<file path="src/sv/tsp_pkg.sv">
// Package with the parse phase, kind and error codes shared by the token stream parser.
package tsp_pkg;

    typedef enum logic [3:0] {
        PH_TOP    = 4'd0,
        PH_NAME   = 4'd1,
        PH_OPEN1  = 4'd2,
        PH_OPEN2  = 4'd3,
        PH_FIELD  = 4'd4,
        PH_KEY    = 4'd5,
        PH_DELIM1 = 4'd6,
        PH_DELIM2 = 4'd7,
        PH_VSTART = 4'd8,
        PH_VALUE  = 4'd9,
        PH_ESC    = 4'd10
    } t_phase;

    typedef enum logic [2:0] {
        KIND_SKIP  = 3'd0,
        KIND_NAME  = 3'd1,
        KIND_KEY   = 3'd2,
        KIND_VALUE = 3'd3,
        KIND_VEND  = 3'd4,
        KIND_CLOSE = 3'd5
    } t_kind;

    typedef enum logic [3:0] {
        ERR_NONE        = 4'd0,
        ERR_WS_AT_KEY   = 4'd1,
        ERR_BAD_KEY     = 4'd2,
        ERR_OPEN_DELIM  = 4'd3,
        ERR_FIELD_DELIM = 4'd4,
        ERR_NO_VALUE    = 4'd5,
        ERR_OPEN_VALUE  = 4'd6,
        ERR_OPEN_ESCAPE = 4'd7,
        ERR_OPEN_TOKEN  = 4'd8
    } t_error;

    typedef struct packed {
        t_phase phase;
        t_error error;
    } t_parse_state;

    typedef struct packed {
        t_parse_state next_state;
        t_kind        kind;
        t_error       error_code;
        logic         stream_ok;
    } t_step_result;

    localparam logic [7:0] CH_SPACE  = 8'h20;
    localparam logic [7:0] CH_LBRACE = 8'h7B;
    localparam logic [7:0] CH_RBRACE = 8'h7D;
    localparam logic [7:0] CH_COLON  = 8'h3A;
    localparam logic [7:0] CH_QUOTE  = 8'h22;
    localparam logic [7:0] CH_BSLASH = 8'h5C;

    function automatic logic is_letter(input logic [7:0] c);
        return (c >= 8'h61 && c <= 8'h7A) || (c >= 8'h41 && c <= 8'h5A) || c == 8'h5F;
    endfunction

    function automatic logic is_ctrl_ws(input logic [7:0] c);
        return c == 8'h09 || c == 8'h0A || c == 8'h0D || c == 8'h0B || c == 8'h0C;
    endfunction

endpackage

</file>
<file path="src/sv/token_stream_parser.sv">
// Top level of the token stream parser: input register, parse step, state and result register.
// The parser checks a byte stream against the grammar name { key: "value" ... } and labels
// every byte with one result transaction. A byte is taken into an input register, judged by
// the combinational step logic against the parse phase and sticky error, and the label is
// loaded into an output register; one byte per clock is sustained while m_axis_tready is held
// high, and the state register loop through the step logic sets that rate. The result for
// the byte marked last carries tlast, the final error code and the success flag, and the
// parser then starts the next stream from its reset state.
module token_stream_parser
    import tsp_pkg::*;
(
    input  logic        i_clk,
    input  logic        i_rst_n,
    input  logic        s_axis_tvalid,
    output logic        s_axis_tready,
    input  logic [7:0]  s_axis_tdata,   // [7:0] data_byte
    input  logic        s_axis_tlast,
    output logic        m_axis_tvalid,
    input  logic        m_axis_tready,
    output logic [15:0] m_axis_tdata,   // [7:0] byte_echo, [11:8] error_code, [12] stream_ok, zeros
    output logic [2:0]  m_axis_tuser,   // [2:0] kind
    output logic        m_axis_tlast
);

    logic         r_in_valid;
    logic [7:0]   r_in_byte;
    logic         r_in_last;
    t_parse_state r_state;
    logic         r_out_valid;
    t_kind        r_out_kind;
    logic [7:0]   r_out_byte;
    t_error       r_out_error;
    logic         r_out_ok;
    logic         r_out_last;

    t_step_result step;
    logic         out_load;
    logic         in_load;

    tsp_step u_step (
        .i_state  (r_state),
        .i_byte   (r_in_byte),
        .i_last   (r_in_last),
        .o_result (step)
    );

    assign out_load      = r_in_valid && (!r_out_valid || m_axis_tready);
    assign s_axis_tready = !r_in_valid || out_load;
    assign in_load       = s_axis_tvalid && s_axis_tready;

    always_ff @(posedge i_clk) begin
        if (!i_rst_n) begin
            r_in_valid    <= 1'b0;
            r_out_valid   <= 1'b0;
            r_state.phase <= PH_TOP;
            r_state.error <= ERR_NONE;
        end else begin
            if (in_load) r_in_valid <= 1'b1;
            else if (out_load) r_in_valid <= 1'b0;
            if (out_load) begin
                r_out_valid <= 1'b1;
                r_state     <= step.next_state;
            end else if (m_axis_tready) begin
                r_out_valid <= 1'b0;
            end
        end
    end

    always_ff @(posedge i_clk) begin
        if (in_load) begin
            r_in_byte <= s_axis_tdata;
            r_in_last <= s_axis_tlast;
        end
        if (out_load) begin
            r_out_kind  <= step.kind;
            r_out_byte  <= r_in_byte;
            r_out_error <= step.error_code;
            r_out_ok    <= step.stream_ok;
            r_out_last  <= r_in_last;
        end
    end

    assign m_axis_tvalid = r_out_valid;
    assign m_axis_tdata  = {3'b000, r_out_ok, r_out_error, r_out_byte};
    assign m_axis_tuser  = r_out_kind;
    assign m_axis_tlast  = r_out_last;

endmodule

</file>
<file path="src/sv/tsp_step.sv">
// Per-byte parse step: next phase, sticky error, byte kind and end-of-stream verdict.
module tsp_step
    import tsp_pkg::*;
(
    input  t_parse_state i_state,
    input  logic [7:0]   i_byte,
    input  logic         i_last,
    output t_step_result o_result
);

    t_phase phase_nxt;
    t_error err_byte;
    t_error err_nxt;
    t_error err_end;
    t_kind  kind;

    always_comb begin
        phase_nxt = i_state.phase;
        err_byte  = ERR_NONE;
        kind      = KIND_SKIP;
        case (i_state.phase)
            PH_NAME: begin
                if (is_letter(i_byte)) begin
                    kind = KIND_NAME;
                end else if (i_byte != CH_SPACE) begin
                    err_byte = ERR_OPEN_DELIM;
                end else begin
                    phase_nxt = PH_OPEN1;
                end
            end
            PH_OPEN1: begin
                if (i_byte != CH_LBRACE) err_byte = ERR_OPEN_DELIM;
                else phase_nxt = PH_OPEN2;
            end
            PH_OPEN2: begin
                if (i_byte != CH_SPACE) err_byte = ERR_OPEN_DELIM;
                else phase_nxt = PH_FIELD;
            end
            PH_FIELD: begin
                if (i_byte == CH_SPACE) begin
                    phase_nxt = PH_FIELD;
                end else if (i_byte == CH_RBRACE) begin
                    kind      = KIND_CLOSE;
                    phase_nxt = PH_TOP;
                end else if (is_ctrl_ws(i_byte)) begin
                    err_byte = ERR_WS_AT_KEY;
                end else if (!is_letter(i_byte)) begin
                    err_byte = ERR_BAD_KEY;
                end else begin
                    kind      = KIND_KEY;
                    phase_nxt = PH_KEY;
                end
            end
            PH_KEY: begin
                if (is_letter(i_byte)) begin
                    kind = KIND_KEY;
                end else if (i_byte != CH_COLON) begin
                    err_byte = ERR_FIELD_DELIM;
                end else begin
                    phase_nxt = PH_DELIM1;
                end
            end
            PH_DELIM1: begin
                if (i_byte != CH_SPACE) err_byte = ERR_FIELD_DELIM;
                else phase_nxt = PH_DELIM2;
            end
            PH_DELIM2: begin
                if (i_byte != CH_QUOTE) err_byte = ERR_FIELD_DELIM;
                else phase_nxt = PH_VSTART;
            end
            PH_VSTART, PH_VALUE: begin
                if (i_byte == CH_QUOTE) begin
                    kind      = KIND_VEND;
                    phase_nxt = PH_FIELD;
                end else begin
                    kind      = KIND_VALUE;
                    phase_nxt = (i_byte == CH_BSLASH) ? PH_ESC : PH_VALUE;
                end
            end
            PH_ESC: begin
                kind      = KIND_VALUE;
                phase_nxt = PH_VALUE;
            end
            default: begin
                if (i_byte == CH_SPACE) begin
                    phase_nxt = PH_TOP;
                end else if (is_ctrl_ws(i_byte)) begin
                    err_byte = ERR_WS_AT_KEY;
                end else if (!is_letter(i_byte)) begin
                    err_byte = ERR_BAD_KEY;
                end else begin
                    kind      = KIND_NAME;
                    phase_nxt = PH_NAME;
                end
            end
        endcase

        // Once an error is latched, bytes are skipped and the state holds until the byte marked last.
        if (i_state.error != ERR_NONE) begin
            phase_nxt = i_state.phase;
            err_nxt   = i_state.error;
            kind      = KIND_SKIP;
        end else if (err_byte != ERR_NONE) begin
            phase_nxt = i_state.phase;
            err_nxt   = err_byte;
            kind      = KIND_SKIP;
        end else begin
            err_nxt = ERR_NONE;
        end

        case (phase_nxt)
            PH_NAME, PH_OPEN1, PH_OPEN2:   err_end = ERR_OPEN_DELIM;
            PH_FIELD:                      err_end = ERR_OPEN_TOKEN;
            PH_KEY, PH_DELIM1, PH_DELIM2:  err_end = ERR_FIELD_DELIM;
            PH_VSTART:                     err_end = ERR_NO_VALUE;
            PH_VALUE:                      err_end = ERR_OPEN_VALUE;
            PH_ESC:                        err_end = ERR_OPEN_ESCAPE;
            default:                       err_end = ERR_NONE;
        endcase

        o_result.kind       = kind;
        o_result.error_code = err_nxt;
        o_result.stream_ok  = 1'b0;
        o_result.next_state.phase = phase_nxt;
        o_result.next_state.error = err_nxt;
        if (i_last) begin
            if (err_nxt == ERR_NONE) o_result.error_code = err_end;
            o_result.stream_ok  = (err_nxt == ERR_NONE) && (err_end == ERR_NONE);
            o_result.next_state.phase = PH_TOP;
            o_result.next_state.error = ERR_NONE;
        end
    end

endmodule
</file>
<file path="config.mk">
export PLATFORM = sky130hd
export DESIGN_NAME = token_stream_parser
export DESIGN_NICKNAME = d
export VERILOG_FILES = /design/src/sv/tsp_pkg.sv /design/src/sv/token_stream_parser.sv /design/src/sv/tsp_step.sv
export SDC_FILE = /design/constraint.sdc
export NUM_CORES = 1
export LEC_CHECK = 0
export BUFFER_PORTS_ARGS = -buffer_cell sky130_fd_sc_hd__buf_2
export CAP_MARGIN = 20
export CORE_MARGIN = 5
export CORE_UTILIZATION = 45
export DETAILED_ROUTE_END_ITERATION = 16
export PLACE_DENSITY = 0.78
export SYNTH_ARGS = -nofsm -noshare
export SYNTH_HDL_FRONTEND = slang
export SYNTH_SLANG_ARGS = --single-unit
</file>
<file path="constraint.sdc">
create_clock -name i_clk -period 3.1 [get_ports i_clk]
set_input_delay 0.62 -clock i_clk [delete_from_list [all_inputs] [get_ports i_clk]]
set_output_delay 0.62 -clock i_clk [all_outputs]
set_load 0.005 [all_outputs]
</file>
==> results of run 1 <==
[report_power, final]
part / switching (W) / internal [W]
Sequential: 0.0000136 / 0.000539
Clock: 0.000164 / 0.000239
Combinational: 0.0000605 / 0.0000546
Total: 0.000238 / 0.000832
[registers in the layout (all words and copies together), names as in the netlist]
name	flops
m_axis_tlast	1
r_state	8
r_in_byte	8
r_in_valid	1
m_axis_tvalid	1
m_axis_tuser	3
r_out_byte	8
r_out_error	4
r_out_ok	1
r_in_last	1
[cell type report]
| type | instances | area (um2) |
|---|---|---|
| tap | 54 | 67.6 |
| timing repair buffer | 58 | 358 |
| fill | 404 | 2040 |
| sequential | 36 | 981 |
| clock inverter | 2 | 35.0 |
| clock buffer | 6 | 72.6 |
| multi-input combinational | 154 | 1070 |
| inverter | 9 | 33.8 |
[layer usage]
| layer | vias to the layer above | part of all wire | GRT usage |
|---|---|---|---|
| met4 | 0 | 0.021 | 0.0756 |
| met2 | 73 | 0.45 | 0.253 |
| li1 | 897 | - | - |
| met5 | - | 0 | 0 |
| met3 | 11 | 0.072 | 0.0363 |
| met1 | 852 | 0.45 | 0.233 |
[placed cells by master (no fill, tap or decap), types with 2 or more instances in the layout]
master,netlist,layout
buf_2,3,31
buf_4,5,27
edfxtp_1,26,26
a21oi_1,15,15
nor2_1,13,13
nand3_1,12,12
dfxtp_1,10,10
nor2b_1,9,9
inv_1,9,9
nand2_1,9,9
o21ai_0,9,9
and2_1,7,7
nor3_1,6,6
o31ai_1,6,5
clkbuf_8,0,5
nand4_1,4,4
nand2b_1,3,3
and3_1,3,3
and4_1,3,3
a31oi_1,3,3
o211ai_1,3,3
o31ai_2,2,3
o21ai_1,3,3
conb_1,1,3
o22a_1,2,2
o22ai_1,2,2
nor4_1,3,2
nand3b_1,2,2
a21o_1,2,2
a22oi_1,2,2
ha_1,3,2
[stage by stage]
step                 util  total power, W  setup TNS, ns
CTS                 0.552         0.00108              0
floorplan               -        0.000630              0
global route        0.562         0.00111       -0.00858
finish              0.562         0.00107              0
global placement    0.529        0.000669              0
detailed placement  0.529        0.000671              0
[synth_stat cells, types with 2 or more instances]
cell type / number
dfxtp_1: 10
and3_1: 3
buf_2: 3
nor3_1: 6
a22oi_1: 2
buf_4: 5
buf_6: 2
o21ai_0: 9
clkbuf_1: 3
o211ai_1: 3
nand3_1: 12
a21o_1: 2
mux2i_1: 2
ha_1: 3
o31ai_1: 6
inv_1: 9
a21oi_1: 15
edfxtp_1: 26
nand2b_1: 3
nand2_1: 9
nor2_1: 13
nand4_1: 4
a31oi_1: 3
and4_1: 3
o21ai_1: 3
o31ai_2: 2
nor4_1: 3
o22ai_1: 2
o22a_1: 2
nor2b_1: 9
nand3b_1: 2
and2_1: 7
[worst max-delay path: cells and delay by family (launching register included)]
family,cells,cell delay (ns)
flops,1,0.38
compound gates,5,1.06
simple gates,5,0.91
buf+inv,1,0.16
fa+ha+maj,1,0.21
[what timing repair did]
item,in CTS,in global routing
resized for setup,0,6
buffers inserted,0,2
setup endpoints to repair,0,5
[worst max path at each step]
stage,from,endpoint,slack (ns),cells after the start
3_5_place_dp,r_in_byte[1]$_DFFE_PP_,r_out_ok$_SDFFCE_PN0P_,0.09,11
6_report,r_in_byte[1]$_DFFE_PP_,r_out_ok$_SDFFCE_PN0P_,0.20,12
4_1_cts,r_in_byte[1]$_DFFE_PP_,r_out_ok$_SDFFCE_PN0P_,0.05,11
5_1_grt,r_in_byte[4]$_DFFE_PP_,r_out_ok$_SDFFCE_PN0P_,-0.009,12
3_3_place_gp,r_in_byte[2]$_DFFE_PP_,r_out_ok$_SDFFCE_PN0P_,0.19,12
2_1_floorplan,r_in_byte[0]$_DFFE_PP_,r_out_ok$_SDFFCE_PN0P_,0.09,12
[logic make-up after synthesis]
family                     count (synthesis)  share of synthesized area
AOI/OAI and AO/OA                         62                      0.224
xor gates and xnor gates                   1                    0.00409
adders and majority gates                  3                     0.0175
buffers and inverters                     23                     0.0585
DFF                                       36                      0.458
muxes                                      2                    0.00936
other                                      1                    0.00175
and+or+nand+nor                           83                      0.226
==> flow_metrics.py, run 1 <==
metrics = {
    "outcome": {
        "status": "completed",
    },
    "timing": {
        "drv_slew": 0,
        "hold_ws_ns": 0.500,
        "final.setup_skew_ns": 0.00398,
        "period_minus_slack_ns": 2.90,
        "final.setup.worst_slack_ns": 0.201,
        "fin_crit_sh": 0.935,
        "finalHoldViolCount": 0,
        "finalSetupViolCount": 0,
        "max_freq_mhz": 345,
    },
    "critical_path": {
        "reg2reg_slack_ns": 0.20,
        "crit_required_ns": 3.24,
        "r2r-end": "r_out_ok$_SDFFCE_PN0P_",
        "worst_path_largest_cell_delay_ns": 0.42,
        "rr_worst_depth": 12,
        "path_cells": "or3_4 > o311ai_4 > nor2_2 > o41ai_4 > or2_4 > o22ai_1 > buf_4 > ha_1 > nor2_1 > nand3_1 > a21o_1 > a21oi_1",
        "cp-start-kind": "flop",
        "setup.worst_path.end_class": "flop",
        "rr_startpoint": "r_in_byte[1]$_DFFE_PP_",
        "slowest_stage": "or3_4",
        "cp_max_fo": 4,
        "critPathKind": "reg2reg",
        "cp.arrival_ns": 3.04,
    },
    "drt": {
        "drt_first_iter_violations": 217,
        "drtAntennaViolNets": 0,
        "finalWirelength_mm": 4.96,
        "vias": 1833,
        "firstDrtPassIters": 4,
        "vias_per_cell": 5.75,
        "drc": 0,
        "wl_per_cell_um": 15.6,
    },
    "synthesis": {
        "synth-edff-count": 26,
        "synth_async_sr_flop_share": 0,
        "syn_area_um2": 2140,
        "synth_warnings": 0,
        "ys_seq_area_frac": 0.458,
        "ys_seq_elements": 36,
        "synthFlopType": "edfxtp_1",
        "syn_area_per_cell_um2": 10.1,
        "ys_types": 57,
        "synth_area_leaders": "edfxtp_1, dfxtp_1, a21oi_1",
        "netlist_instances": 211,
        "yosysTopAreaCellShare": 0.365,
        "synth_largest_area_cell": "edfxtp_1",
    },
    "place": {
        "port-buffer-count": 31,
        "place.gp.congestion": 0.958,
        "dp_cells": 309,
        "placed_area_um2": 2470,
        "dpl.hpwl_mm": 3.69,
        "dp_slack_ns": 0.0906,
    },
    "job": {
        "cap_violations": 0,
    },
    "clocking": {
        "cts_tree": "yes",
        "cts_hold_buf": 0,
        "clk_path_buf_depth": 2,
        "htreeDepth": 2,
        "clock_sinks": 36,
        "clkLatencyLatePin_ns": 0.29,
        "cts_buffers": 5,
        "clock-root-buffer": "clkbuf_8",
        "cts.reportedPaths.clkPinSlew_ns": 0.07,
    },
    "cells_and_area": {
        "finalNonFillerCells": 319,
        "syn_to_final_growth_pct": 22.3,
        "final_nets": 280,
        "antennaDiodeCount": 0,
        "fin_area_um2": 2620,
        "drive_gt1_frac": 0.302,
    },
    "hold_path": {
        "hp-start": "s_axis_tdata[6]",
        "holdPathStages": 1,
        "whs_endpoint": "r_in_byte[6]$_DFFE_PP_",
        "holdCritPathClass": "in2reg",
    },
    "power": {
        "p_per_area_nw_per_um2": 409,
        "ir_worst_vdd_mv": 0.242,
        "p_leak_nw": 1.01,
    },
    "grt": {
        "grt_pass1_vias": 1670,
        "grt_max_degree": 21,
        "grt-ovfl-total": 0,
        "antenna_found_initial": 0,
        "track_usage": 0.168,
        "grt_pass1_wl_mm": 8.16,
    },
    "floorplan": {
        "die_h_um": 79.0,
        "dieArea_um2": 6230,
        "die_w_um": 79.0,
        "core_um2": 4660,
        "io_pins": 35,
        "initial_core_util": 0.459,
        "row_count": 25,
    },
}
(Power assumes the default switching activity.)
==> inputs of run 2 (changes only) <==
--- a/config.mk
+++ b/config.mk
@@ -5,6 +5,7 @@
 export SDC_FILE = /design/constraint.sdc
 export NUM_CORES = 1
 export LEC_CHECK = 0
+export ABC_AREA = 1
 export BUFFER_PORTS_ARGS = -buffer_cell sky130_fd_sc_hd__buf_2
 export CAP_MARGIN = 20
 export CORE_MARGIN = 5
@@ -13,4 +14,5 @@
 export PLACE_DENSITY = 0.78
 export SYNTH_ARGS = -nofsm -noshare
 export SYNTH_HDL_FRONTEND = slang
+export SYNTH_HIERARCHICAL = 1
 export SYNTH_SLANG_ARGS = --single-unit
==> run 2 against run 1 <==
Compared with the run above: non-clock buffer count decreased by 24; core utilization decreased by 4.2 points; routed wire length decreased by 3.8%; power increased by 20%; combinational power increased to 2.6 times the previous value; clock-buffer cell count decreased by 1; area after synthesis increased by 10%; register-to-register slack improved by 0.23 ns; die area increased by 8.8%; sequential share of layout area decreased by 0.53 points; maximum frequency increased by 8.6%; final area increased by 1.4%; highest routed layer unchanged; critical path type unchanged.
==> flow_metrics.py, run 2 <==
metrics = {
    "drt": {
        "drt_first_iter_violations": 168,
        "drc": 0,
        "drtAntennaViolNets": 0,
        "vias_per_cell": 4.80,
        "firstDrtPassIters": 4,
        "wl_per_cell_um": 11.4,
        "vias": 2006,
        "finalWirelength_mm": 4.77,
    },
    "clocking": {
        "htreeDepth": 2,
        "cts_hold_buf": 0,
        "clock-root-buffer": "clkbuf_8",
        "clk_path_buf_depth": 2,
        "postCtsSetupBuffers": 0,
        "cts_tree": "yes",
        "cts_buffers": 5,
        "cts_resized": 0,
        "clkLatencyLatePin_ns": 0.28,
        "cts.reportedPaths.clkPinSlew_ns": 0.07,
        "clock_sinks": 36,
    },
    "cells_and_area": {
        "layout_commonest_cell": "nand2_1",
        "syn_to_final_growth_pct": 12.7,
        "finalNonFillerCells": 418,
        "fin_area_um2": 2660,
        "antennaDiodeCount": 0,
        "final_cell_mix": "nand2_1, inv_1, nor2_1",
        "fillers": 496,
        "final_nets": 364,
        "top_regs": "r_in_byte x8, r_out_byte x8, r_state x8",
        "drive_gt1_frac": 0.241,
    },
    "power": {
        "ir_worst_vdd_mv": 0.359,
        "p_int_w": 0.000896,
        "p_leak_nw": 1.25,
        "p_switching_w": 0.000385,
        "p_per_area_nw_per_um2": 482,
        "power_w": 0.00128,
        "swShare": 0.300,
        "p_comb_frac": 0.238,
        "clkPwrFrac": 0.310,
        "seq_power_share": 0.452,
    },
    "timing": {
        "final.setup_skew_ns": 0.00351,
        "max_freq_mhz": 375,
        "finalHoldViolCount": 0,
        "tns_ns": 0,
        "maxSlewHeadroom": 0.604,
        "drv_slew": 0,
        "finalSetupViolCount": 0,
        "grt_setup_unrepaired": "false",
        "fin_crit_sh": 0.861,
        "period_minus_slack_ns": 2.67,
        "worst_pin_slew_ns": 0.593,
    },
    "critical_path": {
        "critPathTopFamily": "simple AND/OR/NAND/NOR gates",
        "slowest_stage": "edfxtp_1",
        "critPathKind": "reg2reg",
        "cp.arrival_ns": 2.71,
        "crit_required_ns": 3.14,
        "cp_max_fo": 6,
        "crit_buf_inv": 1,
        "worst_path_largest_cell_delay_ns": 0.49,
        "critPathMostFrequentCell": "nand2_1",
        "path_cells": "inv_2 > nand2_2 > nor2_4 > nand2_2 > nand2_2 > nand2_1 > nor3_1 > o211ai_1 > o21ai_0 > nand2_1 > ha_1 > or2_2 > nand3_1 > nand2_1 > nand2_1 > nand2_1",
        "setup.worst_path.end_class": "flop",
        "cp-start-kind": "flop",
    },
    "synthesis": {
        "synth_area_leaders": "edfxtp_1, nand2_1, dfxtp_1",
        "ys_seq_area_frac": 0.416,
        "synth_warnings": 6,
        "ys_seq_elements": 36,
        "syn_area_per_cell_um2": 7.50,
        "yosys-top-cells-count": "nand2_1, inv_1, nor2_1",
        "ys_types": 34,
        "synth_largest_area_cell": "edfxtp_1",
        "yosysTopAreaCellShare": 0.331,
        "synth-edff-count": 26,
        "yosysMostFrequentCell": "nand2_1",
        "synthFlopType": "edfxtp_1",
        "synth_async_sr_flop_share": 0,
        "syn_area_um2": 2360,
        "netlist_instances": 314,
    },
    "floorplan": {
        "die_h_um": 82.4,
        "io_pins": 35,
        "row_count": 26,
        "initial_core_util": 0.461,
        "dieArea_um2": 6780,
        "core_um2": 5110,
        "die_w_um": 82.4,
    },
    "place": {
        "port-buffer-count": 31,
        "dp_cells": 410,
        "place.gp.congestion": 0.957,
        "dpl.hpwl_mm": 3.73,
        "placed_area_um2": 2550,
    },
    "hold_path": {
        "holdCritPathClass": "reg2reg",
    },
    "grt": {
        "grt-ovfl-total": 0,
        "grt_max_degree": 19,
        "track_usage": 0.157,
        "antenna_found_initial": 0,
        "grt_pass1_vias": 1826,
        "grt_pass1_wl_mm": 8.16,
    },
    "outcome": {
        "status": "completed",
    },
    "job": {
        "cap_violations": 0,
    },
}
## run 2: cell types whose count changed after synthesis, sizes merged, moves of 7 or more
cell / change
and2: -7
nor2: +33
o31ai: -8
nor2b: -9
nand3: +12
nand2: +81
inv: +44
## run 2: cell type report
cell class	instances	area, um2	area share
clock buffers	5	68.8	0.0259
clock inverters	3	37.5	0.0141
inverters	54	203	0.0763
multi-input cells	216	1100	0.414
flip-flops and latches	36	981	0.369
well taps	70	87.6	0.0330
repair buffers	34	178	0.0669
## run 2: power by group through the flow
| stage | Clock [W] | Sequential (W) | Combinational (W) |
|---|---|---|---|
| floorplan | 0 | 0.000583 | 0.000242 |
| global placement | 0 | 0.000589 | 0.000301 |
| detailed placement | 0 | 0.000590 | 0.000302 |
| CTS | 0.000409 | 0.000579 | 0.000304 |
| global route | 0.000436 | 0.000584 | 0.000348 |
| finish | 0.000397 | 0.000579 | 0.000304 |
## run 2: routing by layer
metal  GRT usage  wire (um)
met5           0          0
met4      0.0631         89
met3      0.0401        342
met2       0.240       2150
met1       0.210       2190
## run 2: final timing paths
check	slack [ns]	endpoint	from	cells past startpoint
max reg2reg	0.43	r_out_error[0]$_DFFE_PP_	r_in_byte[4]$_DFFE_PP_	16
max	0.43	r_out_error[0]$_DFFE_PP_	r_in_byte[4]$_DFFE_PP_	16
min reg2reg	0.46	r_out_byte[7]$_DFFE_PP_	r_in_byte[7]$_DFFE_PP_	0
min	0.46	r_out_byte[7]$_DFFE_PP_	r_in_byte[7]$_DFFE_PP_	0
## run 2: metrics by stage
step	hold slack [ns]	utilization	setup slack, ns
2_1_floorplan	0.424	-	0.737
3_3_place_gp	0.438	0.499	0.459
3_5_place_dp	0.452	0.499	0.483
4_1_cts	0.470	0.520	0.464
5_1_grt	0.482	0.520	0.216
6_report	0.463	0.520	0.430
## run 2: logic make-up (layout without fill, tap and decap cells)
kind of cell	count (synthesis)	count (layout)	share of synthesized area
compound gates	29	29	0.0775
flops	36	36	0.416
buf+inv	64	96	0.120
other cells	1	3	0.00159
simple gates	180	180	0.363
fa+ha+maj	4	4	0.0212
==> inputs of run 3 (changes only) <==
--- a/config.mk
+++ b/config.mk
@@ -9,9 +9,9 @@
 export BUFFER_PORTS_ARGS = -buffer_cell sky130_fd_sc_hd__buf_2
 export CAP_MARGIN = 20
 export CORE_MARGIN = 5
-export CORE_UTILIZATION = 45
+export CORE_UTILIZATION = 46
 export DETAILED_ROUTE_END_ITERATION = 16
-export PLACE_DENSITY = 0.78
+export PLACE_DENSITY = 0.79
 export SYNTH_ARGS = -nofsm -noshare
 export SYNTH_HDL_FRONTEND = slang
 export SYNTH_HIERARCHICAL = 1
==> run 3 against run 2 <==
Compared with the run above: critical path depth is the same; via count grew 3.5%; clock power shrank 19%; sequential share of layout area grew 0.48 points; first-iteration DRC count shrank 10%; core utilization is essentially flat; final area shrank 1.3%; register-to-register slack lost 0.07 ns; hold slack gained 0.023 ns; clock-buffer cell count grew 2; critical endpoint unchanged; highest routed layer unchanged.
==> flow_metrics.py, run 3 (same netlist as run 2, synthesis figures left out) <==
metrics = {
    "outcome": {
        "status": "completed",
    },
    "timing": {
        "period_minus_slack_ns": 2.74,
        "maxSlewHeadroom": 0.592,
        "hold_ws_ns": 0.486,
        "final.setup_skew_ns": 0.00284,
        "grt_setup_unrepaired": "false",
        "drv_slew": 0,
        "worst_pin_slew_ns": 0.612,
        "max_freq_mhz": 365,
        "final.setup.worst_slack_ns": 0.363,
        "fin_crit_sh": 0.883,
        "tns_ns": 0,
        "finalHoldViolCount": 0,
        "finalSetupViolCount": 0,
    },
    "place": {
        "dp_slack_ns": 0.420,
        "port-buffer-count": 31,
        "dpl.hpwl_mm": 3.94,
        "place.gp.congestion": 0.980,
    },
    "drt": {
        "firstDrtPassIters": 5,
        "finalWirelength_mm": 5.21,
        "drtAntennaViolNets": 0,
        "drc": 0,
        "vias_per_cell": 4.98,
        "vias": 2077,
        "drt_first_iter_violations": 151,
        "wl_per_cell_um": 12.5,
    },
    "floorplan": {
        "row_count": 26,
        "die_w_um": 81.6,
        "die_h_um": 81.6,
        "io_pins": 35,
        "core_um2": 5040,
        "initial_core_util": 0.467,
        "dieArea_um2": 6650,
    },
    "job": {
        "cap_violations": 0,
    },
    "cells_and_area": {
        "antennaDiodeCount": 0,
        "fillers": 488,
        "layout_commonest_cell": "nand2_1",
        "final_nets": 363,
        "final_cell_mix": "nand2_1, inv_1, nor2_1",
        "final_util": 0.520,
        "top_regs": "r_in_byte x8, r_out_byte x8, r_state x8",
        "drive_gt1_frac": 0.236,
        "syn_to_final_growth_pct": 11.3,
    },
    "clocking": {
        "cts.reportedPaths.clkPinSlew_ns": 0.07,
        "htreeDepth": 2,
        "clk_path_buf_depth": 2,
        "clkLatencyLatePin_ns": 0.29,
        "cts_buffers": 5,
        "clock_sinks": 36,
        "clock-root-buffer": "clkbuf_8",
        "cts_resized": 0,
        "cts_hold_buf": 0,
        "cts_tree": "yes",
        "postCtsSetupBuffers": 0,
    },
    "critical_path": {
        "cp-start-kind": "flop",
        "setup.worst_path.end_class": "flop",
        "reg2reg_slack_ns": 0.36,
        "r2r-end": "r_out_error[0]$_DFFE_PP_",
        "rr_startpoint": "r_in_byte[4]$_DFFE_PP_",
        "crit_required_ns": 3.15,
        "critPathKind": "reg2reg",
        "rr_worst_depth": 16,
        "cp_max_fo": 6,
        "cp.arrival_ns": 2.79,
    },
    "hold_path": {
        "holdPathStages": 0,
        "whs_endpoint": "r_out_byte[7]$_DFFE_PP_",
        "holdCritPathClass": "reg2reg",
        "hp-start": "r_in_byte[7]$_DFFE_PP_",
    },
    "power": {
        "clkPwrFrac": 0.265,
        "seq_power_share": 0.480,
        "p_int_w": 0.000818,
        "p_switching_w": 0.000392,
        "power_w": 0.00121,
        "p_per_area_nw_per_um2": 461,
        "p_comb_frac": 0.255,
        "swShare": 0.324,
        "p_leak_nw": 1.23,
        "ir_worst_vdd_mv": 0.194,
    },
    "grt": {
        "grt-ovfl-total": 0,
        "grt_max_degree": 19,
        "antenna_found_initial": 0,
        "grt_pass1_vias": 1853,
        "track_usage": 0.172,
        "grt_pass1_wl_mm": 8.67,
    },
}
## run 3: changes by cell type in the layout (fill, tap and decap cells not counted)
cell and delta:
bufinv_16 -1, clkbuf_1 +2, clkinv_1 -1, buf_4 -1
## run 3: layout make-up
class                   count  area [um2]  share of cell area
inverters                  54         203              0.0773
clock inverters             1        3.75             0.00143
clock buffers               7        76.3              0.0291
flip-flops and latches     36         981               0.374
well taps                  70        87.6              0.0334
repair buffers             33         170              0.0649
multi-input cells         216        1100               0.420
## run 3: through the flow
stage / instance area, um2 / instances
2_1_floorplan: 2360 / 316
3_3_place_gp: 2540 / 409
3_5_place_dp: 2540 / 409
4_1_cts: 2620 / 417
5_1_grt: 2620 / 417
6_report: 2620 / 417
## run 3: critical path, stage by stage (launching register included)
cell and delay [ns]:
edfxtp_1 0.49, inv_2 0.12, nand2_2 0.06, nor2_4 0.17, nand2_2 0.10, nand2_2 0.09
nand2_1 0.07, nor3_1 0.20, o211ai_1 0.12, o21ai_0 0.17, nand2_1 0.13, ha_1 0.22
or2_2 0.29, nand3_1 0.10, nand2_1 0.06, nand2_1 0.05, nand2_1 0.04
## run 3: power by group through the flow
stage / combinational, W / sequential, W / clock [W]
finish: 0.000309 / 0.000581 / 0.000320
global route: 0.000353 / 0.000585 / 0.000354
CTS: 0.000306 / 0.000581 / 0.000330
detailed placement: 0.000304 / 0.000591 / 0
global placement: 0.000300 / 0.000590 / 0
floorplan: 0.000242 / 0.000583 / 0
## run 3: how the worst max path moves through the flow
stage | startpoint | end | slack (ns) | cells after the start
floorplan | r_in_byte[4]$_DFFE_PP_ | r_out_error[0]$_DFFE_PP_ | 0.74 | 16
global placement | r_in_byte[0]$_DFFE_PP_ | r_out_error[0]$_DFFE_PP_ | 0.35 | 16
detailed placement | r_in_byte[4]$_DFFE_PP_ | r_out_error[0]$_DFFE_PP_ | 0.42 | 16
CTS | r_in_byte[4]$_DFFE_PP_ | r_out_error[0]$_DFFE_PP_ | 0.39 | 16
global route | r_in_byte[0]$_DFFE_PP_ | r_out_error[0]$_DFFE_PP_ | 0.21 | 16
finish | r_in_byte[4]$_DFFE_PP_ | r_out_error[0]$_DFFE_PP_ | 0.36 | 16
## run 3: per-layer routing
| layer | up-vias | GRT usage | routed length (um) |
|---|---|---|---|
| met1 | 925 | 0.227 | 2340 |
| met5 | - | 0 | 0 |
| met4 | 0 | 0.0828 | 111 |
| li1 | 1054 | - | - |
| met3 | 10 | 0.0329 | 363 |
| met2 | 88 | 0.270 | 2400 |
